<file path="config.mk">
export PLATFORM = sky130hd
export DESIGN_NAME = push_pull_button_led_dimmer_top
export DESIGN_NICKNAME = d
export VERILOG_FILES = /design/src/rtl/ppbld_pkg.sv /design/src/rtl/ppbld_step.sv /design/src/rtl/push_pull_button_led_dimmer_top.sv
export SDC_FILE = /design/constraint.sdc
export NUM_CORES = 1
export LEC_CHECK = 0
export BUFFER_PORTS_ARGS = -buffer_cell sky130_fd_sc_hd__buf_2
export CORE_MARGIN = 2
export CORE_UTILIZATION = 52
export DETAILED_ROUTE_END_ITERATION = 8
export PLACE_DENSITY = 0.69
export SLEW_MARGIN = 25
export SYNTH_ARGS = -nofsm -noshare
export SYNTH_HDL_FRONTEND = slang
export SYNTH_HIERARCHICAL = 1
export SYNTH_SLANG_ARGS = --single-unit
</file>
<file path="constraint.sdc">
create_clock -name clk -period 21.9 [get_ports clk]
set_input_delay 1.095 -clock clk [delete_from_list [all_inputs] [get_ports clk]]
set_output_delay 1.095 -clock clk [all_outputs]
set_load 0.005 [all_outputs]
</file>
<file path="src/rtl/ppbld_pkg.sv">
// Shared types and constants for the push/pull button LED dimmer.
// Holds beat payload structs, phase and action codes, and dimmer state.
// No dependencies.
package ppbld_pkg;

  // Default ceiling on the speed setting
  localparam int MAX_SPEED_DEF = 10;

  // Button timing, in millisecond ticks
  localparam logic [10:0] HOLD_MS     = 11'd2000;
  localparam logic [10:0] LONG_MS     = 11'd500;
  localparam logic [10:0] ELAPSED_MAX = 11'd2047;

  // Step delays, in millisecond ticks
  localparam logic [6:0] DELAY_SLOW_MS = 7'd25;
  localparam logic [6:0] DELAY_MID_MS  = 7'd10;
  localparam logic [6:0] DELAY_FAST_MS = 7'd5;
  localparam logic [6:0] DELAY_TOP_MS  = 7'd3;

  // Levels
  localparam logic [7:0] LEVEL_FULL = 8'd255;
  localparam logic [7:0] LEVEL_HALF = 8'd127;

  typedef enum logic [2:0] {
    PH_OFF       = 3'd0,
    PH_ON        = 3'd1,
    PH_DOWN      = 3'd2,
    PH_UP        = 3'd3,
    PH_SLOW_UP   = 3'd4,
    PH_SLOW_DOWN = 3'd5
  } phase_t;

  typedef enum logic [1:0] {
    ACT_TICK    = 2'd0,
    ACT_REQUEST = 2'd1,
    ACT_SET     = 2'd2,
    ACT_TOGGLE  = 2'd3
  } action_t;

  typedef enum logic [1:0] {
    REG_SPEED = 2'd0,
    REG_SLOW  = 2'd1,
    REG_FULL  = 2'd2
  } cfg_index_t;

  typedef struct packed {
    logic [1:0] action;
    logic [7:0] value;
  } in_item_t;

  typedef struct packed {
    logic [7:0] level;
    logic [2:0] phase;
    logic       settled;
  } out_item_t;

  typedef struct packed {
    logic [3:0] dimming_speed;
    logic       slow_dimming_enable;
    logic       full_brightness_enable;
  } cfg_t;

  typedef struct packed {
    logic [7:0]  current_level;
    logic [7:0]  target_level;
    logic [7:0]  remembered_level;
    phase_t      dim_phase;
    logic [6:0]  step_countdown;
    logic [10:0] press_elapsed;
    logic        button_prev;
  } dim_state_t;

  // Slow bouncing phases
  function automatic logic is_slow(phase_t ph);
    is_slow = (ph == PH_SLOW_UP) || (ph == PH_SLOW_DOWN);
  endfunction

  // Off, on, and the unused codes count as idle
  function automatic logic is_idle(phase_t ph);
    is_idle = !((ph == PH_DOWN) || (ph == PH_UP) || is_slow(ph));
  endfunction

endpackage

</file>
<file path="src/rtl/ppbld_step.sv">
// Next-state logic of the dimmer: one item against the current state.
// Button edges, press timing, level requests and one fade step.
// Depends on ppbld_pkg.
module ppbld_step #(
  parameter int MAX_SPEED = ppbld_pkg::MAX_SPEED_DEF
) (
  input  ppbld_pkg::dim_state_t state_cur,
  input  ppbld_pkg::cfg_t       cfg,
  input  ppbld_pkg::in_item_t   item,
  output ppbld_pkg::dim_state_t state_nxt,
  output ppbld_pkg::out_item_t  result
);

  // Width that holds ten times the largest speed factor, and a level
  localparam int TW = $clog2(10 * (MAX_SPEED + 1) + 1);
  localparam int CW = (TW > 8) ? TW : 8;

  logic [CW-1:0] spd;
  logic [CW-1:0] fac;
  logic [CW-1:0] thr2;
  logic [CW-1:0] thr5;
  logic [CW-1:0] thr10;

  // Speed factor thresholds depend only on configuration
  always_comb begin
    if (CW'(cfg.dimming_speed) > CW'(MAX_SPEED)) begin
      spd = CW'(MAX_SPEED);
    end else begin
      spd = CW'(cfg.dimming_speed);
    end
    fac   = CW'(MAX_SPEED + 1) - spd;
    thr2  = fac << 1;
    thr5  = (fac << 2) + fac;
    thr10 = (fac << 3) + (fac << 1);
  end

  // Start a fade toward v unless bouncing or already there
  function automatic ppbld_pkg::dim_state_t request_level(ppbld_pkg::dim_state_t s,
                                                         logic [7:0] v);
    ppbld_pkg::dim_state_t r;
    r = s;
    if (!ppbld_pkg::is_slow(s.dim_phase) && (v != s.current_level)) begin
      r.step_countdown = '0;
      r.dim_phase      = (v < s.current_level) ? ppbld_pkg::PH_DOWN : ppbld_pkg::PH_UP;
      r.target_level   = v;
    end
    return r;
  endfunction

  function automatic ppbld_pkg::dim_state_t set_on(ppbld_pkg::dim_state_t s, logic on);
    logic [7:0] v;
    if (on) begin
      v = (s.remembered_level != '0) ? s.remembered_level : ppbld_pkg::LEVEL_FULL;
    end else begin
      v = '0;
    end
    return request_level(s, v);
  endfunction

  function automatic ppbld_pkg::dim_state_t toggle_light(ppbld_pkg::dim_state_t s);
    return set_on(s, (s.dim_phase == ppbld_pkg::PH_OFF) ||
                     (s.dim_phase == ppbld_pkg::PH_DOWN));
  endfunction

  // Move the level one count along the current phase
  function automatic ppbld_pkg::dim_state_t fade_step(ppbld_pkg::dim_state_t s);
    ppbld_pkg::dim_state_t r;
    r = s;
    case (s.dim_phase)
      ppbld_pkg::PH_DOWN: begin
        if (r.current_level > r.target_level) begin
          r.current_level = r.current_level - 8'd1;
        end
        if (r.current_level <= r.target_level) begin
          r.current_level = r.target_level;
          if (r.target_level != '0) begin
            r.remembered_level = r.target_level;
            r.dim_phase        = ppbld_pkg::PH_ON;
          end else begin
            r.dim_phase = ppbld_pkg::PH_OFF;
          end
        end
      end
      ppbld_pkg::PH_UP: begin
        if (r.current_level < r.target_level) begin
          r.current_level = r.current_level + 8'd1;
        end
        if (r.current_level >= r.target_level) begin
          r.current_level    = r.target_level;
          r.remembered_level = r.target_level;
          r.dim_phase        = ppbld_pkg::PH_ON;
        end
      end
      ppbld_pkg::PH_SLOW_UP: begin
        if (r.current_level == ppbld_pkg::LEVEL_FULL) begin
          r.current_level = 8'd254;
          r.dim_phase     = ppbld_pkg::PH_SLOW_DOWN;
        end else begin
          r.current_level = r.current_level + 8'd1;
        end
      end
      ppbld_pkg::PH_SLOW_DOWN: begin
        if (r.current_level == 8'd1) begin
          r.current_level = 8'd2;
          r.dim_phase     = ppbld_pkg::PH_SLOW_UP;
        end else if (r.current_level != '0) begin
          r.current_level = r.current_level - 8'd1;
        end
      end
      default: begin
        r = s;
      end
    endcase
    return r;
  endfunction

  ppbld_pkg::dim_state_t s;
  logic                  btn;
  logic                  slow_en;
  logic                  full_en;
  logic                  settled;
  logic [6:0]            dly;
  logic [CW-1:0]         lvl_w;

  always_comb begin
    s       = state_cur;
    btn     = item.value[0];
    slow_en = cfg.slow_dimming_enable;
    full_en = cfg.full_brightness_enable;
    settled = 1'b0;
    dly     = ppbld_pkg::DELAY_TOP_MS;
    lvl_w   = '0;
    case (item.action)
      ppbld_pkg::ACT_TICK: begin
        // Advance the press timer and the step countdown
        if (s.press_elapsed < ppbld_pkg::ELAPSED_MAX) begin
          s.press_elapsed = s.press_elapsed + 11'd1;
        end
        if (s.step_countdown != '0) begin
          s.step_countdown = s.step_countdown - 7'd1;
        end
        // Button edges and hold detection
        if (btn && !s.button_prev) begin
          if (!slow_en && !full_en) begin
            s = toggle_light(s);
          end else begin
            s.press_elapsed = '0;
          end
        end else if (btn && s.button_prev && (s.press_elapsed > ppbld_pkg::HOLD_MS)) begin
          if (!ppbld_pkg::is_slow(s.dim_phase) && slow_en) begin
            s.step_countdown = '0;
            s.dim_phase      = (s.current_level > ppbld_pkg::LEVEL_HALF) ?
                               ppbld_pkg::PH_SLOW_DOWN : ppbld_pkg::PH_SLOW_UP;
          end
        end else if (!btn && s.button_prev) begin
          if (ppbld_pkg::is_slow(s.dim_phase) && slow_en) begin
            s.target_level     = s.current_level;
            s.remembered_level = s.current_level;
            s.dim_phase        = ppbld_pkg::PH_ON;
          end else if ((s.press_elapsed > ppbld_pkg::LONG_MS) && full_en) begin
            s = request_level(s, ppbld_pkg::LEVEL_FULL);
          end else if (slow_en || full_en) begin
            s = toggle_light(s);
          end
        end
        s.button_prev = btn;
        // Take one fade step when the countdown has run out
        if (!ppbld_pkg::is_idle(s.dim_phase) && (s.step_countdown == '0)) begin
          s     = fade_step(s);
          lvl_w = CW'(s.current_level);
          if (lvl_w < thr2) begin
            dly = ppbld_pkg::DELAY_SLOW_MS;
          end else if (lvl_w < thr5) begin
            dly = ppbld_pkg::DELAY_MID_MS;
          end else if (lvl_w < thr10) begin
            dly = ppbld_pkg::DELAY_FAST_MS;
          end else begin
            dly = ppbld_pkg::DELAY_TOP_MS;
          end
          if (ppbld_pkg::is_slow(s.dim_phase)) begin
            dly = (dly << 1) + dly;
          end
          s.step_countdown = dly;
          settled          = ppbld_pkg::is_idle(s.dim_phase);
        end
      end
      ppbld_pkg::ACT_REQUEST: begin
        s = request_level(s, item.value);
      end
      ppbld_pkg::ACT_SET: begin
        s = set_on(s, item.value != '0);
      end
      default: begin
        s = toggle_light(s);
      end
    endcase
  end

  assign state_nxt      = s;
  assign result.level   = s.current_level;
  assign result.phase   = s.dim_phase;
  assign result.settled = settled;

endmodule

</file>
<file path="src/rtl/push_pull_button_led_dimmer_top.sv">
// Top level of the push/pull button LED dimmer: handshakes, registers.
// Instantiates ppbld_step; depends on ppbld_pkg.
//
//   channel | direction | payload              | beat taken when
//   in_     | input     | action, value        | in_valid & in_ready
//   out_    | output    | level, phase, settled| out_valid & out_ready
//   cfg_    | input     | index, 4-bit data    | cfg_valid & cfg_ready
//
// Each item passes from the input beat through the input register, then
// through the step logic into the result register, to the result beat. One
// item enters per cycle while the result is not stalled; the dimmer state
// register updates on the same edge that loads the result. A stalled result
// holds the result register; the input register takes at most one more item
// and then in_ready drops until out_ready returns. Reset (rst_n low, synchronous)
// clears valid flags, dimmer state and configuration; cfg_ready is always high.
module push_pull_button_led_dimmer_top #(
  parameter int MAX_SPEED = ppbld_pkg::MAX_SPEED_DEF
) (
  input  logic                 clk,
  input  logic                 rst_n,
  input  logic                 in_valid,
  output logic                 in_ready,
  input  ppbld_pkg::in_item_t  in_data,
  output logic                 out_valid,
  input  logic                 out_ready,
  output ppbld_pkg::out_item_t out_data,
  input  logic                 cfg_valid,
  output logic                 cfg_ready,
  input  logic [1:0]           cfg_index,
  input  logic [3:0]           cfg_data
);

  logic                  in_valid_r;
  ppbld_pkg::in_item_t   in_item_r;
  logic                  out_valid_r;
  ppbld_pkg::out_item_t  out_item_r;
  ppbld_pkg::dim_state_t state_r;
  ppbld_pkg::dim_state_t state_nxt;
  ppbld_pkg::cfg_t       cfg_r;
  ppbld_pkg::cfg_t       cfg_nxt;
  ppbld_pkg::out_item_t  result;
  logic                  advance;

  // Move an item into the result register when there is room
  assign advance   = in_valid_r && (!out_valid_r || out_ready);
  assign in_ready  = !in_valid_r || advance;
  assign out_valid = out_valid_r;
  assign out_data  = out_item_r;
  assign cfg_ready = 1'b1;

  ppbld_step #(
    .MAX_SPEED (MAX_SPEED)
  ) u_step (
    .state_cur (state_r),
    .cfg       (cfg_r),
    .item      (in_item_r),
    .state_nxt (state_nxt),
    .result    (result)
  );

  // Decode configuration writes
  always_comb begin
    cfg_nxt = cfg_r;
    if (cfg_valid) begin
      unique case (cfg_index)
        ppbld_pkg::REG_SPEED: cfg_nxt.dimming_speed          = cfg_data;
        ppbld_pkg::REG_SLOW:  cfg_nxt.slow_dimming_enable    = cfg_data[0];
        ppbld_pkg::REG_FULL:  cfg_nxt.full_brightness_enable = cfg_data[0];
        default:              cfg_nxt = cfg_r;
      endcase
    end
  end

  // Control and state registers
  always_ff @(posedge clk) begin
    if (!rst_n) begin
      in_valid_r  <= 1'b0;
      out_valid_r <= 1'b0;
      cfg_r       <= '0;
      state_r     <= '{current_level:    '0,
                       target_level:     '0,
                       remembered_level: '0,
                       dim_phase:        ppbld_pkg::PH_OFF,
                       step_countdown:   '0,
                       press_elapsed:    '0,
                       button_prev:      1'b0};
    end else begin
      cfg_r <= cfg_nxt;
      if (in_ready) begin
        in_valid_r <= in_valid;
      end
      if (advance) begin
        out_valid_r <= 1'b1;
        state_r     <= state_nxt;
      end else if (out_ready) begin
        out_valid_r <= 1'b0;
      end
    end
  end

  // Payload registers
  always_ff @(posedge clk) begin
    if (in_ready && in_valid) begin
      in_item_r <= in_data;
    end
    if (advance) begin
      out_item_r <= result;
    end
  end

endmodule
</file>
# [Word-level counts from Yosys, hierarchy flattened]
# Cells that the tools add are included.
[word_totals] reg_bits=76
[op_classes] addsub=8 order_cmp=18 n_eq_ne=25 mux=87 bitwise_logic=2 reduce_logical=54
[ops] operator="2-to-1 mux 8 bit" n=37
[ops] operator="2-to-1 mux 38 bit" n=4
[ops] operator="one-hot mux 46 bit (3 select lines)" n=1
[ops] operator="2-to-1 mux 46 bit" n=2
[ops] operator="2-to-1 mux 10 bit" n=8
[ops] operator="less-than comparator 8 bit" n=9
[ops] operator="2-to-1 mux 11 bit" n=5
[ops] operator="2-to-1 mux 7 bit" n=6
[ops] operator="inequality test 8 bit" n=5
[ops] operator="2-to-1 mux 19 bit" n=2
[ops] operator="one-hot mux 8 bit (4 select lines)" n=1
[ops] operator="nonzero test 8 bit" n=4
[ops] operator="2-to-1 mux 26 bit" n=1
[ops] operator="equality test 3 bit (second input constant)" n=6
[ops] operator="logical AND 1 bit" n=17
[ops] operator="adder 8 bit" n=2
[ops] operator="2-to-1 mux 16 bit" n=1
[ops] operator="one-hot mux 8 bit (2 select lines)" n=1
[ops] operator="equality test 3 x 2 -> 1 bit (second input constant)" n=5
[ops] operator="2-to-1 mux 3 bit" n=5
[ops] operator="2-to-1 mux 12 bit" n=1
[ops] operator="one-hot mux 3 bit (4 select lines)" n=1
[ops] operator="adder 11 x 1 -> 11 bit (second input constant)" n=1
[ops] operator="> comparator 11 bit (second input constant)" n=1
[ops] operator="other kinds (33)" n=68

# [Depth between registers and ports, before layout]
[logic_depth] word_depth=42 mapped_depth=52 mapped_depth_nobuf=49

# [By module]
# Netlist, hierarchy kept.
[by_module_without_submodules] mod="ppbld_step" instances=1 cells_each=930 area_per_inst_um2=6062.1 seq_area_each_um2=0.0
[by_module_without_submodules] mod="push_pull_button_led_dimmer_top" instances=1 cells_each=260 area_per_inst_um2=2860.2 seq_area_each_um2=1741.7

# [Least setup slack after synthesis]
# No wires, ideal clock.
[synth_timing] path_type="register -> register" startpoint="register state_r[24] (netlist name)" endpoint="register state_r[15] (netlist name)" setup_ns=0.118 arrival_ns=9.031 setup_slack_ns=12.750 path_stages_with_launch=51 n_path_buf=4 synth_period_minus_slack_ns=9.150 path_cell_list="dfxtp_1 -> nor4_1 -> and2_0 -> clkbuf_1 -> nor2_1 -> nor2_1 -> ha_1 -> nand4_1 -> o21a_1 -> clkbuf_1 -> clkbuf_1 -> o21ba_1 -> o21ai_1 -> a21oi_1 -> inv_1 -> ha_1 -> a21o_1 -> a21o_1 -> [15 not listed] -> a21oi_1 -> a2bb2oi_1 -> ha_1 -> nor2b_1 -> o21ai_0 -> nand2b_1 -> a211oi_1 -> a31oi_4 -> nor2_1 -> nor2_1 -> ha_1 -> ha_1 -> o21ai_0 -> nand3_1 -> nor4b_1 -> a211oi_1 -> nand2_1 -> mux2i_1"
[synth_lines] element="from (decl)" line_no="push_pull_button_led_dimmer_top.sv:37" text="ppbld_pkg::dim_state_t state_r;"
[synth_lines] element="from (signal assigned)" line_no="push_pull_button_led_dimmer_top.sv:80" text="state_r <= '{current_level: '0,"
[synth_lines] element="from (signal assigned)" line_no="push_pull_button_led_dimmer_top.sv:94" text="state_r <= state_nxt;"

==> flow_metrics.py <==
metrics = {
    "cells_and_area": {
        "diodes": 0,
        "finalNonFillerCells": 1394,
        "regArea_um2": 1740,
        "synthToLayoutAreaGrowth_pct": 4.33,
        "multi_input_area_um2": 6580,
        "final_nets": 1265,
        "drive_above_1_share_pct": 10.5,
        "fill_cells": 1621,
    },
    "hold_path": {
        "min_path_type": "reg2reg",
    },
    "yosys": {
        "ys_seq_area_share_pct": 19.5,
        "ys_async_sr_fraction_pct": 0,
        "ys.flop_type": "dfxtp_1",
        "syn_avg_cell_area_um2": 7.50,
        "synth_top_area_share_pct": 12.1,
        "synth_top_area_cell": "dfxtp_1",
        "ys_types": 106,
        "synth_seq_cells": 76,
        "synth_area_um2": 8920,
        "synth_area_leaders": "dfxtp_1 (12%), ha_1 (10%), nand2_1 (8.2%)",
        "synth_edf_count": 22,
        "synth_cells": 1190,
        "yosysWarnings": 6,
    },
    "die": {
        "fp.dieH_um": 135,
        "die_width_um": 135,
        "start_util_pct": 53.4,
        "coreArea_um2": 16700,
        "ios": 36,
        "placementRows": 47,
        "die_area_um2": 18200,
    },
    "global_routing": {
        "grtUsageTotal_pct": 31.8,
        "grt_max_degree": 106,
        "grt_pass1_vias": 8294,
        "grt_overflow": 0,
        "antenna_found_initial": 0,
        "grt_pass1_wl_mm": 45.2,
    },
    "timing": {
        "fin_crit_sh_pct": 51.1,
        "grt_setup_unrepaired": "false",
        "max_freq_mhz": 89.4,
        "fin_worst_skew_ns": 0.00768,
        "setup_tns_ns": 0,
        "finalHoldViolCount": 0,
        "worstMarginPinSlew_ns": 1.06,
        "slew-limit-headroom_pct": 29.1,
        "drv_slew": 0,
        "setup-violations-final": 0,
        "min_period_ns": 11.19,
    },
    "placement": {
        "dp_hpwl_mm": 21.1,
        "port-buffer-count": 34,
        "placed_cells": 1378,
        "place_congestion": 0.965,
    },
    "power": {
        "leakage_nw": 3.66,
        "p_per_area_nw_per_um2": 53.1,
        "ir_worst_vdd_uv": 36.5,
    },
    "worst_setup_path": {
        "endpoint_kind": "flop",
        "worst_setup_path_start_kind": "flop",
        "critPathKind": "reg2reg",
        "cp_data_arrival_time_ns": 11.39,
        "worstPathRequired_ns": 22.10,
        "path_common_cell": "ha_1",
        "cpPeakStageDelay_ns": 0.67,
        "cp_slowest_cell": "nor4_1",
        "critPathMaxFanout": 14,
    },
    "clocking": {
        "post_cts_buffers": 0,
        "htreeDepth": 3,
        "cts_hold_buf": 0,
        "cts_buffer_depth": 2,
        "clk_pin_slew_worst_paths_ns": 0.06,
        "cts_num_sinks": 76,
        "post_cts_resized": 0,
        "clk_latency_ns": 0.36,
        "cts_tree": "built",
        "clockRootBuffer": "clkbuf_16",
        "numCtsBuffers": 9,
    },
    "run": {
        "maxCapViolCount": 0,
    },
    "routing": {
        "via_per_inst": 6.57,
        "post_drt_wl_per_cell_um": 20.8,
        "drc": 0,
        "dr_total_vias": 9159,
        "drtIter0Drc": 1197,
        "drt_pass1_iterations": 5,
        "totalWireLength_mm": 29.0,
        "ant_nets": 0,
    },
    "outcome": {
        "status": "complete, no violations",
    },
}
==> area by class of cell <==
cell class                 instances  share of cell area [%]
clock buffer                       9                    2.42
clock inverter                     7                   0.726
inverter                          37                    1.49
multi-input combinational        997                    70.7
timing repair buffer              48                    3.02
sequential                        76                    18.7
tap                              220                    2.96
==> registers in the layout (all words and copies together) (netlist names) <==
signal,flops
state_r,46
out_valid,1
out_data,12
in_item_r,10
in_valid_r,1
cfg_r,6
==> report_power, final <==
group	total, mW	internal, mW	switching, mW
Combinational	0.183	0.0681	0.115
Clock	0.153	0.0877	0.0651
Sequential	0.158	0.151	0.00755
==> kinds of logic after synthesis <==
family / after synthesis / synth area share, %
multiplexers: 62 / 7.01
buffers and inverters: 119 / 6.90
XOR/XNOR: 20 / 1.96
other: 2 / 0.0842
AND/OR/NAND/NOR: 465 / 25.0
adder cells (fa/ha/maj): 75 / 10.6
flip-flops: 76 / 19.5
AO/OA/AOI/OAI: 371 / 28.9
==> placed cells by master (no fill, tap or decap), types with 16 or more instances in the layout <==
master,n
nand3_1,37
xnor2_1,17
dfxtp_1,54
nand4_1,17
nor3_1,19
buf_2,33
nand2_1,196
a21o_1,18
inv_1,34
a21oi_1,79
mux2i_1,58
and2_1,16
nor2_1,90
o21a_1,26
ha_1,74
o21ai_0,82
edfxtp_1,22
a31oi_1,21
==> metrics by stage <==
stage | power, mW | hold slack, ns | instance area (um2) | worst slack [ns] | util (%)
2_1_floorplan | 0.295 | 0.424 | 8930 | 12.75 | -
3_3_place_gp | 0.338 | 0.444 | 9010 | 11.34 | 54.0
3_5_place_dp | 0.338 | 0.449 | 9010 | 11.16 | 54.0
4_1_cts | 0.492 | 0.458 | 9310 | 11.07 | 55.7
5_1_grt | 0.521 | 0.478 | 9310 | 9.91 | 55.7
6_report | 0.494 | 0.449 | 9310 | 10.71 | 55.7
==> metal layers <==
layer | vias to the layer above | track usage (%) | wire length [um] | share of wire (%)
li1 | 4326 | - | - | -
met1 | 4287 | 45.0 | 12900 | 45
met5 | - | 0 | 0 | 0
met3 | 61 | 5.52 | 2530 | 8.7
met2 | 485 | 48.3 | 12700 | 44
met4 | 0 | 12.0 | 860 | 3.0
==> critical path: cells and delay by family, from the launching register on <==
kind                       cells  cell delay [ns]
AOI/OAI and AO/OA             20             4.44
and+or+nand+nor               19             4.22
adders and majority gates      6             1.69
DFF                            1             0.35
buffers and inverters          1             0.23
muxes                          1             0.07
==> Yosys cell counts, drive strengths merged (14+ instances only) <==
cell / n
ha: 74
nor2b: 15
o21ai: 93
o21a: 26
a31oi: 23
mux2i: 58
edfxtp: 22
inv: 36
nand2b: 15
buf: 43
nand4: 18
a21oi: 81
nor2: 94
nor3: 20
nand2: 202
o211ai: 14
a21o: 18
xnor2: 17
dfxtp: 54
clkbuf: 39
and2: 18
nand3: 38
==> final timing paths <==
path / slack [ns] / to / depth (start not counted) / from
hold reg to reg: 0.45 / cfg_r[2] / 2 / cfg_r[2]
hold / removal: 0.45 / cfg_r[2] / 2 / cfg_r[2]
setup / recovery: 10.71 / state_r[15] / 47 / state_r[24]
setup reg to reg: 10.71 / state_r[15] / 47 / state_r[24]
(Power assumes the default switching activity.)
